[config.mk]
export PLATFORM = sky130hd
export DESIGN_NAME = arcball_rotation_quaternion_unit_flat
export DESIGN_NICKNAME = d
export VERILOG_FILES = /design/src/arb_pkg.sv /design/src/arb_if.sv /design/src/arb_mac.sv /design/src/arb_iter.sv /design/src/arcball_rotation_quaternion_unit.sv /design/src/flat_wrapper.sv
export SDC_FILE = /design/constraint.sdc
export NUM_CORES = 2
export LEC_CHECK = 0
export BUFFER_PORTS_ARGS = -buffer_cell sky130_fd_sc_hd__buf_2
export CORE_UTILIZATION = 35
export DETAILED_ROUTE_END_ITERATION = 8
export REMOVE_ABC_BUFFERS = 1
export SLEW_MARGIN = 5
export SYNTH_ARGS = -nofsm -noshare
export SYNTH_HDL_FRONTEND = slang
export SYNTH_SLANG_ARGS = --single-unit
[constraint.sdc]
create_clock -name clk -period 16.25 [get_ports clk]
set_input_delay 1.625 -clock clk [delete_from_list [all_inputs] [get_ports clk]]
set_output_delay 1.625 -clock clk [all_outputs]
set_load 0.01 [all_outputs]
[src/arb_pkg.sv]
// Shared codes and small types for the arcball rotation block.
// No dependencies; every other file except arb_if imports this package.
package arb_pkg;

  localparam int CFG_INDEX_W = 2;
  localparam int CFG_DATA_W  = 32;
  localparam int EPS_W       = 32;

  localparam logic [CFG_INDEX_W-1:0] REG_SCALE_X    = 2'd0;
  localparam logic [CFG_INDEX_W-1:0] REG_SCALE_Y    = 2'd1;
  localparam logic [CFG_INDEX_W-1:0] REG_EPSILON_SQ = 2'd2;

  localparam logic ACT_PRESS = 1'b0;
  localparam logic ACT_DRAG  = 1'b1;

  typedef enum logic [1:0] {
    MAC_HOLD,
    MAC_LOAD,
    MAC_ADD,
    MAC_SUB
  } mac_op_t;

  typedef enum logic {
    ITER_SQRT,
    ITER_DIV
  } iter_mode_t;

  typedef struct packed {
    logic       start;
    iter_mode_t mode;
  } iter_ctl_t;

endpackage

[src/arb_if.sv]
// Request and result channel interfaces of the arcball rotation block.
// Depends on nothing; widths come from interface parameters.
interface arb_in_if #(parameter int COORD_BITS = 12);
  logic                  valid;
  logic                  ready;
  logic                  action;
  logic [COORD_BITS-1:0] pointer_x;
  logic [COORD_BITS-1:0] pointer_y;
  modport source (output valid, action, pointer_x, pointer_y, input ready);
  modport sink   (input valid, action, pointer_x, pointer_y, output ready);
endinterface

interface arb_out_if #(parameter int FRAC_BITS = 16);
  logic                        valid;
  logic                        ready;
  logic signed [FRAC_BITS+1:0] rot_x;
  logic signed [FRAC_BITS+1:0] rot_y;
  logic signed [FRAC_BITS+1:0] rot_z;
  logic signed [FRAC_BITS+1:0] rot_w;
  modport source (output valid, rot_x, rot_y, rot_z, rot_w, input ready);
  modport sink   (input valid, rot_x, rot_y, rot_z, rot_w, output ready);
endinterface

[src/arb_mac.sv]
// Shared signed multiply-accumulate unit of the arcball block.
// Depends on arb_pkg for the operation codes.
module arb_mac import arb_pkg::*; #(
  parameter int MW = 27
) (
  input  logic                     clk,
  input  mac_op_t                  op,
  input  logic signed [MW-1:0]     a,
  input  logic signed [MW-1:0]     b,
  output logic signed [2*MW+1:0]   acc
);
  logic signed [2*MW-1:0] prod;
  logic signed [2*MW+1:0] prod_x;

  assign prod   = a * b;
  assign prod_x = {{2{prod[2*MW-1]}}, prod};

  always_ff @(posedge clk) begin
    case (op)
      MAC_LOAD: acc <= prod_x;
      MAC_ADD:  acc <= acc + prod_x;
      MAC_SUB:  acc <= acc - prod_x;
      default:  acc <= acc;
    endcase
  end
endmodule

[src/arb_iter.sv]
// Shared bit-serial unit: integer square root (two radicand bits a step)
// and restoring division (one quotient bit a step). Depends on arb_pkg.
module arb_iter import arb_pkg::*; #(
  parameter int FRAC_BITS = 16
) (
  input  logic                       clk,
  input  logic                       rst,
  input  iter_ctl_t                  ctl,
  input  logic [2*FRAC_BITS+3:0]     radicand,
  input  logic [2*FRAC_BITS+1:0]     numer,
  input  logic [FRAC_BITS+1:0]       denom,
  output logic                       done,
  output logic [FRAC_BITS+1:0]       res
);
  localparam int QB    = FRAC_BITS + 2;
  localparam int RW    = FRAC_BITS + 5;
  localparam int SW    = 2*FRAC_BITS + 4;
  localparam int NW    = 2*FRAC_BITS + 2;
  localparam int CNT_W = $clog2(QB + 1);

  logic             busy;
  logic [CNT_W-1:0] cnt;
  iter_mode_t       mode_q;
  logic [RW-1:0]    rem;
  logic [SW-1:0]    src;
  logic [QB-1:0]    den_q;
  logic [RW-1:0]    cand;
  logic [RW-1:0]    sub;
  logic             ge;

  always_comb begin
    if (mode_q == ITER_SQRT) begin
      cand = {rem[RW-3:0], src[SW-1:SW-2]};
      sub  = {1'b0, res, 2'b01};
    end else begin
      cand = {rem[RW-2:0], src[SW-1]};
      sub  = {3'b000, den_q};
    end
    ge = (cand >= sub);
  end

  always_ff @(posedge clk) begin
    if (rst) begin
      busy <= 1'b0;
      done <= 1'b0;
      cnt  <= '0;
    end else begin
      done <= 1'b0;
      if (ctl.start) begin
        busy <= 1'b1;
        cnt  <= '0;
      end else if (busy) begin
        cnt <= cnt + 1'b1;
        if (cnt == CNT_W'(QB - 1)) begin
          busy <= 1'b0;
          done <= 1'b1;
        end
      end
    end
  end

  always_ff @(posedge clk) begin
    if (ctl.start) begin
      mode_q <= ctl.mode;
      res    <= '0;
      den_q  <= denom;
      if (ctl.mode == ITER_SQRT) begin
        rem <= '0;
        src <= radicand;
      end else begin
        rem <= {5'b00000, numer[NW-1:QB]};
        src <= {numer[QB-1:0], {(SW-QB){1'b0}}};
      end
    end else if (busy) begin
      rem <= ge ? (cand - sub) : cand;
      res <= {res[QB-2:0], ge};
      if (mode_q == ITER_SQRT) src <= src << 2;
      else                     src <= src << 1;
    end
  end
endmodule

[src/arcball_rotation_quaternion_unit.sv]
// Top level of the arcball rotation block: sequencer, vector registers.
// Depends on arb_pkg, arb_if, arb_mac and arb_iter.
//
//  channel   dir  handshake      payload
//  pointer   in   valid/ready    action, pointer_x, pointer_y
//  rotation  out  valid/ready    rot_x, rot_y, rot_z, rot_w
//  config    in   cfg_we         cfg_index, cfg_data
//
// A press inside the circle needs one square root; outside it also needs two
// divides; a drag adds the cross and dot products. The bit-serial
// root/divide unit sets the pace, one result bit per cycle.
// Reset is synchronous; no clearing pass. A new request is taken while the
// last result still waits; a stalled result holds the block before delivery.
module arcball_rotation_quaternion_unit import arb_pkg::*; #(
  parameter int COORD_BITS = 12,
  parameter int FRAC_BITS  = 16
) (
  input  logic                   clk,
  input  logic                   rst,
  input  logic                   cfg_we,
  input  logic [CFG_INDEX_W-1:0] cfg_index,
  input  logic [CFG_DATA_W-1:0]  cfg_data,
  arb_in_if.sink                 pointer,
  arb_out_if.source              rotation
);
  localparam int F     = FRAC_BITS;
  localparam int OW    = F + 2;
  localparam int MXW   = F + 3;
  localparam int MW    = (COORD_BITS + 1 > F + 3) ? COORD_BITS + 1 : F + 3;
  localparam int ACC_W = 2*MW + 2;
  localparam int LW    = 2*F + 4;
  localparam int NW    = 2*F + 2;
  localparam int TWO_F = 2*F;
  localparam int CW    = ((TWO_F > 32) ? TWO_F : 32) + 4;
  localparam int SH_L  = (TWO_F < 32) ? 32 - TWO_F : 0;
  localparam int SH_R  = (TWO_F >= 32) ? TWO_F - 32 : 0;

  localparam logic signed [ACC_W-1:0] ONE_A   = ACC_W'(64'd1 << F);
  localparam logic signed [ACC_W-1:0] THREE_A = ACC_W'(64'd3 << F);
  localparam logic signed [MXW-1:0]   TWO_M   = MXW'(64'd2 << F);
  localparam logic [LW-1:0]           ONE2    = LW'(64'd1 << TWO_F);
  localparam logic [OW-1:0]           ONE_O   = OW'(64'd1 << F);

  typedef enum logic [11:0] {
    S_IDLE = 12'b000000000001,
    S_MAPX = 12'b000000000010,
    S_MAPY = 12'b000000000100,
    S_SQ0  = 12'b000000001000,
    S_SQ1  = 12'b000000010000,
    S_SQ2  = 12'b000000100000,
    S_ROOT = 12'b000001000000,
    S_DIVX = 12'b000010000000,
    S_DIVY = 12'b000100000000,
    S_VEC  = 12'b001000000000,
    S_PROD = 12'b010000000000,
    S_FIN  = 12'b100000000000
  } state_t;

  state_t state;
  logic [3:0] step;

  logic [F+1:0]  scale_x;
  logic [F+1:0]  scale_y;
  logic [EPS_W-1:0] epsilon_sq;

  logic                  action;
  logic [COORD_BITS-1:0] px;
  logic [COORD_BITS-1:0] py;
  logic signed [MXW-1:0] mx;
  logic signed [MXW-1:0] my;
  logic [LW-1:0]         len;
  logic                  outside;
  logic [OW-1:0]         rad;
  logic signed [OW-1:0]  vx, vy, vz;
  logic signed [OW-1:0]  sx, sy, sz;
  logic signed [OW-1:0]  cx, cy, cz, dw;
  logic                  ovalid;
  logic signed [OW-1:0]  ox, oy, oz, ow_r;

  mac_op_t               mop;
  logic signed [MW-1:0]  ma, mb;
  logic signed [ACC_W-1:0] acc;
  iter_ctl_t             ictl;
  logic [LW-1:0]         radicand;
  logic [NW-1:0]         numer;
  logic [OW-1:0]         denom;
  logic                  idone;
  logic [OW-1:0]         ires;

  logic signed [ACC_W-1:0] mx_diff, my_diff;
  logic signed [MXW-1:0]   mx_c, my_c;
  logic [OW-1:0]           rad_c;
  logic [OW-1:0]           abs_mx, abs_my;
  logic [OW-1:0]           q_c;
  logic signed [OW-1:0]    rnd;
  logic [CW-1:0]           lhs, rhs;
  logic                    degen;

  function automatic logic signed [MW-1:0] ext_v(input logic signed [OW-1:0] v);
    ext_v = {{(MW-OW){v[OW-1]}}, v};
  endfunction

  function automatic logic signed [OW-1:0] round_sat(input logic signed [ACC_W-1:0] v);
    logic [ACC_W-1:0] mag;
    logic [ACC_W-1:0] rr;
    logic [OW-1:0]    lim;
    mag = v[ACC_W-1] ? ACC_W'(-v) : ACC_W'(v);
    rr  = (mag + ACC_W'(64'd1 << (F - 1))) >> F;
    lim = (rr > ACC_W'(ONE_O)) ? ONE_O : rr[OW-1:0];
    round_sat = v[ACC_W-1] ? OW'(-lim) : lim;
  endfunction

  // Mapped coordinates saturate at +-2.0; the product is never negative.
  always_comb begin
    mx_diff = acc - ONE_A;
    my_diff = ONE_A - acc;
    mx_c    = (acc > THREE_A) ? TWO_M : mx_diff[MXW-1:0];
    my_c    = (acc > THREE_A) ? -TWO_M : my_diff[MXW-1:0];
    len     = acc[LW-1:0];
    rad_c   = (ires == '0) ? OW'(1) : ires;
    abs_mx  = mx[MXW-1] ? OW'(-mx) : OW'(mx);
    abs_my  = my[MXW-1] ? OW'(-my) : OW'(my);
    q_c     = (ires > ONE_O) ? ONE_O : ires;
    rnd     = round_sat(acc);
    lhs     = CW'(acc[2*F+1:0]) << SH_L;
    rhs     = CW'(epsilon_sq) << SH_R;
    degen   = (lhs <= rhs);
  end

  // Operand selection for the shared multiplier and the root/divide unit.
  // The root starts while the accumulator still holds the squared radius.
  always_comb begin
    mop        = MAC_HOLD;
    ma         = '0;
    mb         = '0;
    ictl.start = 1'b0;
    ictl.mode  = ITER_SQRT;
    radicand   = (len > ONE2) ? len : ONE2 - len;
    denom      = (state == S_ROOT) ? rad_c : rad;
    numer      = (state == S_ROOT)
               ? ((NW'(abs_mx) << F) + NW'(rad_c >> 1))
               : ((NW'(abs_my) << F) + NW'(rad >> 1));
    case (state)
      S_MAPX: begin
        mop = MAC_LOAD;
        ma  = MW'({1'b0, px});
        mb  = MW'({1'b0, scale_x});
      end
      S_MAPY: begin
        mop = MAC_LOAD;
        ma  = MW'({1'b0, py});
        mb  = MW'({1'b0, scale_y});
      end
      S_SQ0: begin
        mop = MAC_LOAD;
        ma  = {{(MW-MXW){mx[MXW-1]}}, mx};
        mb  = {{(MW-MXW){mx[MXW-1]}}, mx};
      end
      S_SQ1: begin
        mop = MAC_ADD;
        ma  = {{(MW-MXW){my[MXW-1]}}, my};
        mb  = {{(MW-MXW){my[MXW-1]}}, my};
      end
      S_SQ2: begin
        ictl.start = 1'b1;
        ictl.mode  = ITER_SQRT;
      end
      S_ROOT: begin
        ictl.start = idone && outside;
        ictl.mode  = ITER_DIV;
      end
      S_DIVX: begin
        ictl.start = idone;
        ictl.mode  = ITER_DIV;
      end
      S_PROD: begin
        case (step)
          4'd0:  begin mop = MAC_LOAD; ma = ext_v(sy); mb = ext_v(vz); end
          4'd1:  begin mop = MAC_SUB;  ma = ext_v(sz); mb = ext_v(vy); end
          4'd2:  begin mop = MAC_LOAD; ma = ext_v(sz); mb = ext_v(vx); end
          4'd3:  begin mop = MAC_SUB;  ma = ext_v(sx); mb = ext_v(vz); end
          4'd4:  begin mop = MAC_LOAD; ma = ext_v(sx); mb = ext_v(vy); end
          4'd5:  begin mop = MAC_SUB;  ma = ext_v(sy); mb = ext_v(vx); end
          4'd6:  begin mop = MAC_LOAD; ma = ext_v(sx); mb = ext_v(vx); end
          4'd7:  begin mop = MAC_ADD;  ma = ext_v(sy); mb = ext_v(vy); end
          4'd8:  begin mop = MAC_ADD;  ma = ext_v(sz); mb = ext_v(vz); end
          4'd9:  begin mop = MAC_LOAD; ma = ext_v(cx); mb = ext_v(cx); end
          4'd10: begin mop = MAC_ADD;  ma = ext_v(cy); mb = ext_v(cy); end
          4'd11: begin mop = MAC_ADD;  ma = ext_v(cz); mb = ext_v(cz); end
          default: mop = MAC_HOLD;
        endcase
      end
      default: mop = MAC_HOLD;
    endcase
  end

  arb_mac #(.MW(MW)) u_mac (
    .clk (clk),
    .op  (mop),
    .a   (ma),
    .b   (mb),
    .acc (acc)
  );

  arb_iter #(.FRAC_BITS(F)) u_iter (
    .clk      (clk),
    .rst      (rst),
    .ctl      (ictl),
    .radicand (radicand),
    .numer    (numer),
    .denom    (denom),
    .done     (idone),
    .res      (ires)
  );

  assign pointer.ready  = (state == S_IDLE);
  assign rotation.valid = ovalid;
  assign rotation.rot_x = ox;
  assign rotation.rot_y = oy;
  assign rotation.rot_z = oz;
  assign rotation.rot_w = ow_r;

  // Configuration and sequencer control.
  always_ff @(posedge clk) begin
    if (rst) begin
      scale_x    <= (F+2)'(256);
      scale_y    <= (F+2)'(256);
      epsilon_sq <= EPS_W'(1);
      state      <= S_IDLE;
      step       <= '0;
      ovalid     <= 1'b0;
      sx         <= '0;
      sy         <= '0;
      sz         <= '0;
    end else begin
      if (cfg_we) begin
        case (cfg_index)
          REG_SCALE_X:    scale_x    <= cfg_data[F+1:0];
          REG_SCALE_Y:    scale_y    <= cfg_data[F+1:0];
          REG_EPSILON_SQ: epsilon_sq <= cfg_data[EPS_W-1:0];
          default: ;
        endcase
      end
      if (ovalid && rotation.ready) ovalid <= 1'b0;
      case (state)
        S_IDLE: if (pointer.valid) state <= S_MAPX;
        S_MAPX: state <= S_MAPY;
        S_MAPY: state <= S_SQ0;
        S_SQ0:  state <= S_SQ1;
        S_SQ1:  state <= S_SQ2;
        S_SQ2:  state <= S_ROOT;
        S_ROOT: if (idone) state <= outside ? S_DIVX : S_VEC;
        S_DIVX: if (idone) state <= S_DIVY;
        S_DIVY: if (idone) state <= S_VEC;
        S_VEC: begin
          step <= '0;
          if (action == ACT_PRESS) begin
            sx    <= vx;
            sy    <= vy;
            sz    <= vz;
            state <= S_IDLE;
          end else begin
            state <= S_PROD;
          end
        end
        S_PROD: begin
          step <= step + 1'b1;
          if (step == 4'd12) state <= S_FIN;
        end
        S_FIN: begin
          if (!ovalid || rotation.ready) begin
            ovalid <= 1'b1;
            state  <= S_IDLE;
          end
        end
        default: state <= S_IDLE;
      endcase
    end
  end

  // Datapath registers.
  always_ff @(posedge clk) begin
    case (state)
      S_IDLE: begin
        action <= pointer.action;
        px     <= pointer.pointer_x;
        py     <= pointer.pointer_y;
      end
      S_MAPY: mx <= mx_c;
      S_SQ0:  my <= my_c;
      S_SQ2:  outside <= (len > ONE2);
      S_ROOT: begin
        if (idone) begin
          rad <= rad_c;
          if (!outside) begin
            vx <= OW'(mx);
            vy <= OW'(my);
            vz <= ires;
          end
        end
      end
      S_DIVX: if (idone) vx <= mx[MXW-1] ? OW'(-q_c) : q_c;
      S_DIVY: begin
        if (idone) begin
          vy <= my[MXW-1] ? OW'(-q_c) : q_c;
          vz <= '0;
        end
      end
      S_PROD: begin
        case (step)
          4'd2:  cx <= rnd;
          4'd4:  cy <= rnd;
          4'd6:  cz <= rnd;
          4'd9:  dw <= rnd;
          4'd12: begin
            if (degen) begin
              cx <= '0;
              cy <= '0;
              cz <= '0;
              dw <= ONE_O;
            end
          end
          default: ;
        endcase
      end
      S_FIN: begin
        if (!ovalid || rotation.ready) begin
          ox   <= cx;
          oy   <= cy;
          oz   <= cz;
          ow_r <= dw;
        end
      end
      default: ;
    endcase
  end
endmodule

[src/flat_wrapper.sv]
// flat-port wrapper written by rule: the top's interface ports become plain ports
module arcball_rotation_quaternion_unit_flat import arb_pkg::*;
#(
  parameter int COORD_BITS = 12,
  parameter int FRAC_BITS  = 16
)
  (clk, rst, cfg_we, cfg_index, cfg_data, pointer_valid, pointer_action, pointer_pointer_x, pointer_pointer_y, pointer_ready, rotation_valid, rotation_rot_x, rotation_rot_y, rotation_rot_z, rotation_rot_w, rotation_ready);
  arb_in_if #(.COORD_BITS(COORD_BITS)) pointer_i ();
  arb_out_if #(.FRAC_BITS(FRAC_BITS)) rotation_i ();
  input  logic clk;
  input  logic rst;
  input  logic cfg_we;
  input  logic [CFG_INDEX_W-1:0] cfg_index;
  input  logic [CFG_DATA_W-1:0] cfg_data;
  input wire logic [$bits(pointer_i.valid)-1:0] pointer_valid;
  input wire logic [$bits(pointer_i.action)-1:0] pointer_action;
  input wire logic [$bits(pointer_i.pointer_x)-1:0] pointer_pointer_x;
  input wire logic [$bits(pointer_i.pointer_y)-1:0] pointer_pointer_y;
  output wire logic [$bits(pointer_i.ready)-1:0] pointer_ready;
  output wire logic [$bits(rotation_i.valid)-1:0] rotation_valid;
  output wire logic [$bits(rotation_i.rot_x)-1:0] rotation_rot_x;
  output wire logic [$bits(rotation_i.rot_y)-1:0] rotation_rot_y;
  output wire logic [$bits(rotation_i.rot_z)-1:0] rotation_rot_z;
  output wire logic [$bits(rotation_i.rot_w)-1:0] rotation_rot_w;
  input wire logic [$bits(rotation_i.ready)-1:0] rotation_ready;
  assign pointer_i.valid = pointer_valid;
  assign pointer_i.action = pointer_action;
  assign pointer_i.pointer_x = pointer_pointer_x;
  assign pointer_i.pointer_y = pointer_pointer_y;
  assign pointer_ready = pointer_i.ready;
  assign rotation_valid = rotation_i.valid;
  assign rotation_rot_x = rotation_i.rot_x;
  assign rotation_rot_y = rotation_i.rot_y;
  assign rotation_rot_z = rotation_i.rot_z;
  assign rotation_rot_w = rotation_i.rot_w;
  assign rotation_i.ready = rotation_ready;
  arcball_rotation_quaternion_unit #(.COORD_BITS(COORD_BITS), .FRAC_BITS(FRAC_BITS)) u_core (.clk(clk), .rst(rst), .cfg_we(cfg_we), .cfg_index(cfg_index), .cfg_data(cfg_data), .pointer(pointer_i), .rotation(rotation_i));
endmodule
Yosys cells after proc, flatten, opt, wreduce, memory -nomap -nowiden
Index checks and enable logic that the tools add are counted.
{ "totals": {"latch_bits": 0, "mem_bits_ro": 0, "elab_cells": 205, "in_bits": 64, "n_memories": 0, "mem_bits_rw": 0, "output_inout_bits": 74, "ff_bits": 559} }
{ "classes": {"n_reduce_logical": 41, "magnitude_cmp": 6, "mul": 1, "n_eq_ne": 38, "n_div": 0, "bitwise": 2, "muxes": 65, "n_shift": 0, "add_sub_neg": 16} }
{ "op_table": {"columns": ["cell", "n"], "rows": [
  ["$mux W18", 20],
  ["$pmux W18 S2", 7],
  ["$pmux W19 S6", 2],
  ["$pmux W19 S5", 2],
  ["$mux W36", 5],
  ["$pmux W12 S12", 1],
  ["$pmux W40 S3", 1],
  ["$mux W20", 4],
  ["$mux W12", 6],
  ["$neg A18 Y18", 4],
  ["$add A34 B17 Y34", 2],
  ["$add A40 B16 Y40 const B", 1],
  ["$add A40 B38 Y40", 1],
  ["$gt A40 B19 Y1 const B", 1],
  ["$mux W40", 1],
  ["$neg A40 Y40", 1],
  ["$sub A40 B38 Y40", 1],
  ["$mul A19 B19 Y38", 1],
  ["$gt A36 B33 Y1 const B", 1],
  ["$sub A33 B36 Y36 const A", 1],
  ["$le A34 B32 Y1", 1],
  ["$mux W34", 1],
  ["$reduce_or A3 Y1", 9],
  ["$gt A24 B17 Y1 const B", 1],
  ["other kinds (51)", 94]
]} }

Longest topological paths before layout
{ "logic_depth": {"ltp_word": 8, "ltp_mapped": 55, "depth_no_buf": 52} }

Cells and area by module
A second synthesis with hierarchy kept.
{ "hier_totals": {"cells_unflattened": 5146, "hier_area_um2": 47936.0} }
{ "modules_own_cells": {"columns": ["mod", "instances", "area_each_um2", "cells_per_inst"], "rows": [
  ["arcball_rotation_quaternion_unit", 1, 23118.4, 2494],
  ["arb_mac", 1, 18492.7, 2055],
  ["arb_iter", 1, 6324.8, 597]
]} }

Worst setup path after synthesis
No wires, ideal clock.
{ "synth_timing": {"kind": "reg2reg", "start": "reg u_core.state[5]", "end": "reg u_core.u_mac.acc[39] (data pin)", "path_stages_with_launch": 44, "path_buffers": 4, "setup_time_ns": 0.134, "synth_period_minus_slack_ns": 12.320, "path_slack_ns": 3.930, "required_ns": 16.116, "arrival_ns": 12.185, "cell_sequence": "dfxtp_1 -> or4_1 -> nor4_1 -> clkbuf_1 -> clkbuf_1 -> a22oi_1 -> nand3_1 -> clkbuf_1 -> nand2_1 -> fa_1 -> inv_1 -> fa_1 -> inv_1 -> fa_1 -> inv_1 -> fa_1 -> fa_1 -> fa_1 -> [... 8 more ...] -> or2_2 -> o311ai_0 -> or3_1 -> nor4_1 -> nor2b_1 -> a31o_2 -> xnor2_1 -> ha_1 -> nand2_1 -> nor2_1 -> nand3_1 -> a311oi_1 -> a311o_1 -> a21oi_1 -> xnor2_1 -> a311o_1 -> o211a_1 -> nand3_1"} }
{ "synth_between": {"elab_chain_len": 5, "elab_cells_between_ends": 16} }
{ "synth_lines": {"columns": ["element", "line", "source"], "rows": [
  ["start, declared", "arcball_rotation_quaternion_unit.sv:59", "state_t state;"],
  ["start signal, assigned", "arcball_rotation_quaternion_unit.sv:252", "S_ROOT: if (idone) state <= outside ? S_DIVX : S_VEC;"],
  ["$eq A12 B11 Y1, or another cell as far along", "arcball_rotation_quaternion_unit.sv:143", "case (state)"],
  ["$pmux W19 S5 / $reduce_or A3 Y1 (equally long branches)", null, null],
  ["$mul A19 B19 Y38 / $pmux W2 S3 (equally long branches)", "arb_mac.sv:15, arcball_rotation_quaternion_unit.sv:143", null],
  ["$sub A40 B38 Y40, or another cell as far along", "arb_mac.sv:22", "MAC_SUB: acc <= acc - prod_x;"],
  ["$pmux W40 S3 (*)", "arb_mac.sv:19", "case (op)"],
  ["end signal, assigned", "arb_mac.sv:20", "MAC_LOAD: acc <= prod_x;"],
  ["end signal, assigned", "arb_mac.sv:21", "MAC_ADD: acc <= acc + prod_x;"],
  ["end signal, assigned", "arb_mac.sv:22", null],
  ["end, declared", "arb_mac.sv:10", "output logic signed [2*MW+1:0] acc"]
]} }
Every way passes the cells marked *; elsewhere a longest branch is shown, timed or not.
A chain may end at the register's enable or synchronous reset.

Worst setup path in the final report
{ "layout_timing": {"start": "reg u_core.step[2]", "end": "reg u_core.u_mac.acc[39] (data pin)"} }
{ "layout_between": {"elab_chain_len": 7, "elab_cells_between_ends": 34} }
{ "layout_lines": {"columns": ["element", "line", "source"], "rows": [
  ["start, declared", "arcball_rotation_quaternion_unit.sv:60", "logic [3:0] step;"],
  ["start signal, assigned", "arcball_rotation_quaternion_unit.sv:267", "step <= step + 1'b1;"],
  ["$eq A4 B1 Y1, or another cell as far along", "arcball_rotation_quaternion_unit.sv:177", "case (step)"],
  ["$reduce_or A3 Y1 (no line)", null, null],
  ["$pmux W19 S6", "arcball_rotation_quaternion_unit.sv:177", null],
  ["$pmux W19 S5", "arcball_rotation_quaternion_unit.sv:143", null],
  ["$mul A19 B19 Y38", "arb_mac.sv:15", "assign prod = a * b;"],
  ["$sub A40 B38 Y40 / $add A40 B38 Y40 (equally long branches)", "arb_mac.sv:22, arb_mac.sv:21", null],
  ["$pmux W40 S3 (*)", "arb_mac.sv:19", null]
]} }
Marks and branches as above.

==> impl_metrics.csv <==
group,metric,value,unit
drt,detailedRoute.firstPassIterationCount,7,
pwr,peakVddDrop,0.0000611,V
cts,htree_num_levels,3,
global_route,gr-usage-met2,36.0,%
layout,drive_above_1_share,8.25,%
placed_design,dp_hpwl,122000,um
cts,tritoncts,"yes",
die,start_util,35.2,%
cts,holdBufCountCts,0,
drt,postRouteWirelength,161000,um
pwr,p_leak,21.0,nW
pwr,pwr_density_cell,66.2,nW/um2
die,horizontal_die_dimension,369,um
setup_path,r2r-end,"u_core.u_mac.acc[39]",
setup_path,worst_path_max_delay_cell,"sky130_fd_sc_hd__fa_1",
logic_synthesis,synth_seq_area_share,32.2,%
setup_path,criticalPathCategory,"flop to flop",
cts,cts_made_buffers,67,
global_route,most_heavily_used_metal_layer_in_global_routing,"met2",
die,core_area,133000,um2
worst_hold_path,worst_hold_startpoint,"u_core.dw[11]",
run_status,run_status,"finished clean",
die,rows,134,
global_route,grt_first_pass_wirelength,236000,um
drt,detail-route-antenna-nets,0,
setup_path,worst-r2r-setup-slack,1.96,ns
layout,sequential_cell_area,15100,um2
sta,slew_violations,0,
setup_path,cpMostUsedCell,"sky130_fd_sc_hd__fa_1",
layout,multiInputGateArea,28900,um2
cts,cts_sinks,559,
worst_hold_path,hold_path.class,"flop to flop",
logic_synthesis,synth_enable_flop_cells,395,
setup_path,timing.critical_path.fanout_max,24,
drt,vias,38900,
setup_path,longest_individual_stage_delay_on_the_worst_path,0.96,ns
cts,post-cts-setup-buffer-count,0,
sta,totalNegativeSetupSlack,0,ns
setup_path,worstSetupStartpoint,"u_core.step[2]",
logic_synthesis,synth_cell_area,47000,um2
global_route,globalRouteMet3Util,4.68,%
drt,drc_errors,0,
layout,areaGrowthSynthToFinish,10.2,%
sta,grt_setup_unrepaired,"no",
logic_synthesis,synth.avg_cell_area,9.08,um2
placed_design,port_buffers,137,
sta,timing.clock.skew,0.0375,ns
sta,timing.final.hold_violations,0,
die,die_h,369,um
cts,worst_setup_hold_path_clk_slew,0.06,ns
global_route,grt_pass1_vias,37100,
setup_path,timing.reg2reg.worst_path_depth,37,
setup_path,critical_path.endpoint_type,"flop",
global_route,grt_start_max_net_pins,82,
logic_synthesis,async_reset_ff_share,0,%
sta,setup_viol,0,
logic_synthesis,count_of_unique_library_cells_instantiated_by_yosys,95,
sta,max_slew.worst_pin.slew,1.35,ns
layout,end_of_flow_core_utilization,38.8,%
setup_path,startpoint_type,"flop",
layout,most_frequent_cells_in_the_layout,"808 x sky130_fd_sc_hd__nand2_1, 513 x sky130_fd_sc_hd__inv_1, 412 x sky130_fd_sc_hd__nor2_1, 395 x sky130_fd_sc_hd__edfxtp_1, 372 x sky130_fd_sc_hd__fa_1",
setup_path,cp-endpoint,"u_core.u_mac.acc[39]",
cts,cts_resized,0,
drt,drtIter0Drc,4153,
global_route,grt_usage,23.2,%
logic_synthesis,synth.ff_latch_count,559,
die,die_area,136000,um2
cts,clock_tree.root_cell,"sky130_fd_sc_hd__clkbuf_16",
global_route,grt_antenna_before_repair,10,
setup_path,worstPathArrival,14.69,ns
setup_path,required_time_at_the_worst_slack_endpoint,16.64,ns
layout,filler_cell_count,13400,
sta,post_route_clock_period_utilization,88.0,%
sta,clock.fmax,70.0,MHz
drt,via_per_inst,5.57,
drt,wl_per_cell,23.0,um
sta,final_period_minus_worst_setup_slack,14.29,ns
logic_synthesis,synthFlopType,"sky130_fd_sc_hd__edfxtp_1",
layout,layout.cells.most_common,"sky130_fd_sc_hd__nand2_1",
flow_run,max-cap-violations,0,
global_route,grtUsageMet1,31.1,%
logic_synthesis,ys.warnings.count,0,
cts,cts_max_path_buffers,3,
cts,clk-insertion-delay-late,0.66,ns
sta,max-slew-margin-rel,9.56,%
global_route,grt_overflow_total,0,
die,pin_count,138,
setup_path,reg2reg_from,"u_core.step[2]",
layout,final_nets,5820,
placed_design,place.gp.congestion,0.952,
logic_synthesis,syn_inst,5181,
sequential cells by signal, summed over array words and instances (netlist names), 19 cells and up:
name               count
u_core.u_iter.rem     20
u_core.my             19
u_core.u_iter.src     36
u_core.epsilon_sq     32
u_core.mx             19
u_core.u_mac.acc      40
worst min-delay path by stage:
stage / cells past startpoint / slack, ns / end
final: 0 / 0.42 / u_core.rotation.rot_w[11]
after floorplan: 0 / 0.40 / u_core.rotation.rot_w[0]
after global placement: 0 / 0.40 / u_core.rotation.rot_w[17]
after global routing: 0 / 0.42 / u_core.rotation.rot_w[4]
after CTS: 0 / 0.42 / u_core.rotation.rot_w[11]
after detailed placement: 0 / 0.40 / u_core.rotation.rot_w[11]
metal layers:
layer  up-vias  wire length (um)  part of all wire, %
met4         8              7240                  4.5
met3       302             14600                  9.1
met2      1707             72000                   45
li1      17700                 -                    -
met5         -                52                0.032
met1     19300             67000                   42
critical path: cells and delay by family, from the launching register on:
family,cells,cell delay (ns)
XOR/XNOR,2,0.39
buffers and inverters,4,0.82
AND/OR/NAND/NOR,11,2.91
flip-flops,1,0.87
AO/OA/AOI/OAI,11,4.14
adder cells (fa/ha/maj),9,4.89
metrics by stage:
| stage | cell area [um2] | worst slack (ns) | hold WS [ns] | instances | power, W |
|---|---|---|---|---|---|
| finish | 51800 | 1.96 | 0.418 | 6986 | 0.00343 |
| global route | 51800 | 1.01 | 0.425 | 6984 | 0.00352 |
| CTS | 51800 | 1.89 | 0.418 | 6983 | 0.00344 |
| detailed placement | 49500 | 1.96 | 0.405 | 6859 | 0.00184 |
| global placement | 49500 | 2.25 | 0.403 | 6859 | 0.00184 |
| floorplan | 45800 | 1.10 | 0.400 | 4873 | 0.00174 |
cell usage after synthesis (all sizes together) (11+ instances only):
cell,number,area [um2]
nor3,75,390
a21o,65,488
nand2b,52,325
nand3b,20,150
or2,15,93.8
ha,224,2800
o22ai,22,138
a311o,20,200
a211oi,38,290
a22oi,60,450
dfxtp,164,3280
buf,20,106
o41ai,11,96.3
a21boi,12,90.1
mux2,40,450
nand4,31,194
nor2,414,1550
o31ai,34,260
mux2i,79,791
o21a,27,210
nand2,809,3040
o21bai,13,97.6
xor2,127,1110
a221oi,14,123
and3,50,313
nor2b,60,375
and2,48,300
or3,34,218
a31oi,36,225
nor4,29,203
nand3,106,531
xnor2,170,1500
a222oi,33,330
a21oi,287,1440
fa,372,7450
nor3b,18,140
inv,513,1930
or4,21,165
edfxtp,395,11900
clkbuf,288,1080
o21ai,197,990
layout make-up:
type	instances	area share, %
Clock inverter	42	1.07
Inverter	514	3.72
Clock buffer	82	3.44
Sequential cell	559	29.2
Timing Repair Buffer	218	2.50
Tap cell	1768	4.27
Antenna cell	3	0.0145
Multi-Input combinational cell	3800	55.8
kinds of logic (layout without fill, tap and decap cells):
kind of cell               count (synthesis)  after routing  share of synthesized area, %
and+or+nand+nor                         1816           1816                          17.6
DFF                                      559            559                          32.2
muxes                                    119            119                          2.64
AOI/OAI and AO/OA                        972            972                          13.5
other                                      0              3                             0
adders and majority gates                596            596                          21.8
xor gates and xnor gates                 297            297                          5.55
buffers and inverters                    822            856                          6.63
where the power goes:
part           internal, W  total (W)  leakage (nW)  switching (W)
clock             0.000956    0.00161          1.13       0.000658
sequential         0.00153    0.00156          4.96      0.0000258
combinational    0.0000869   0.000257          14.9       0.000170
Power figures use the tool's default switching activity.
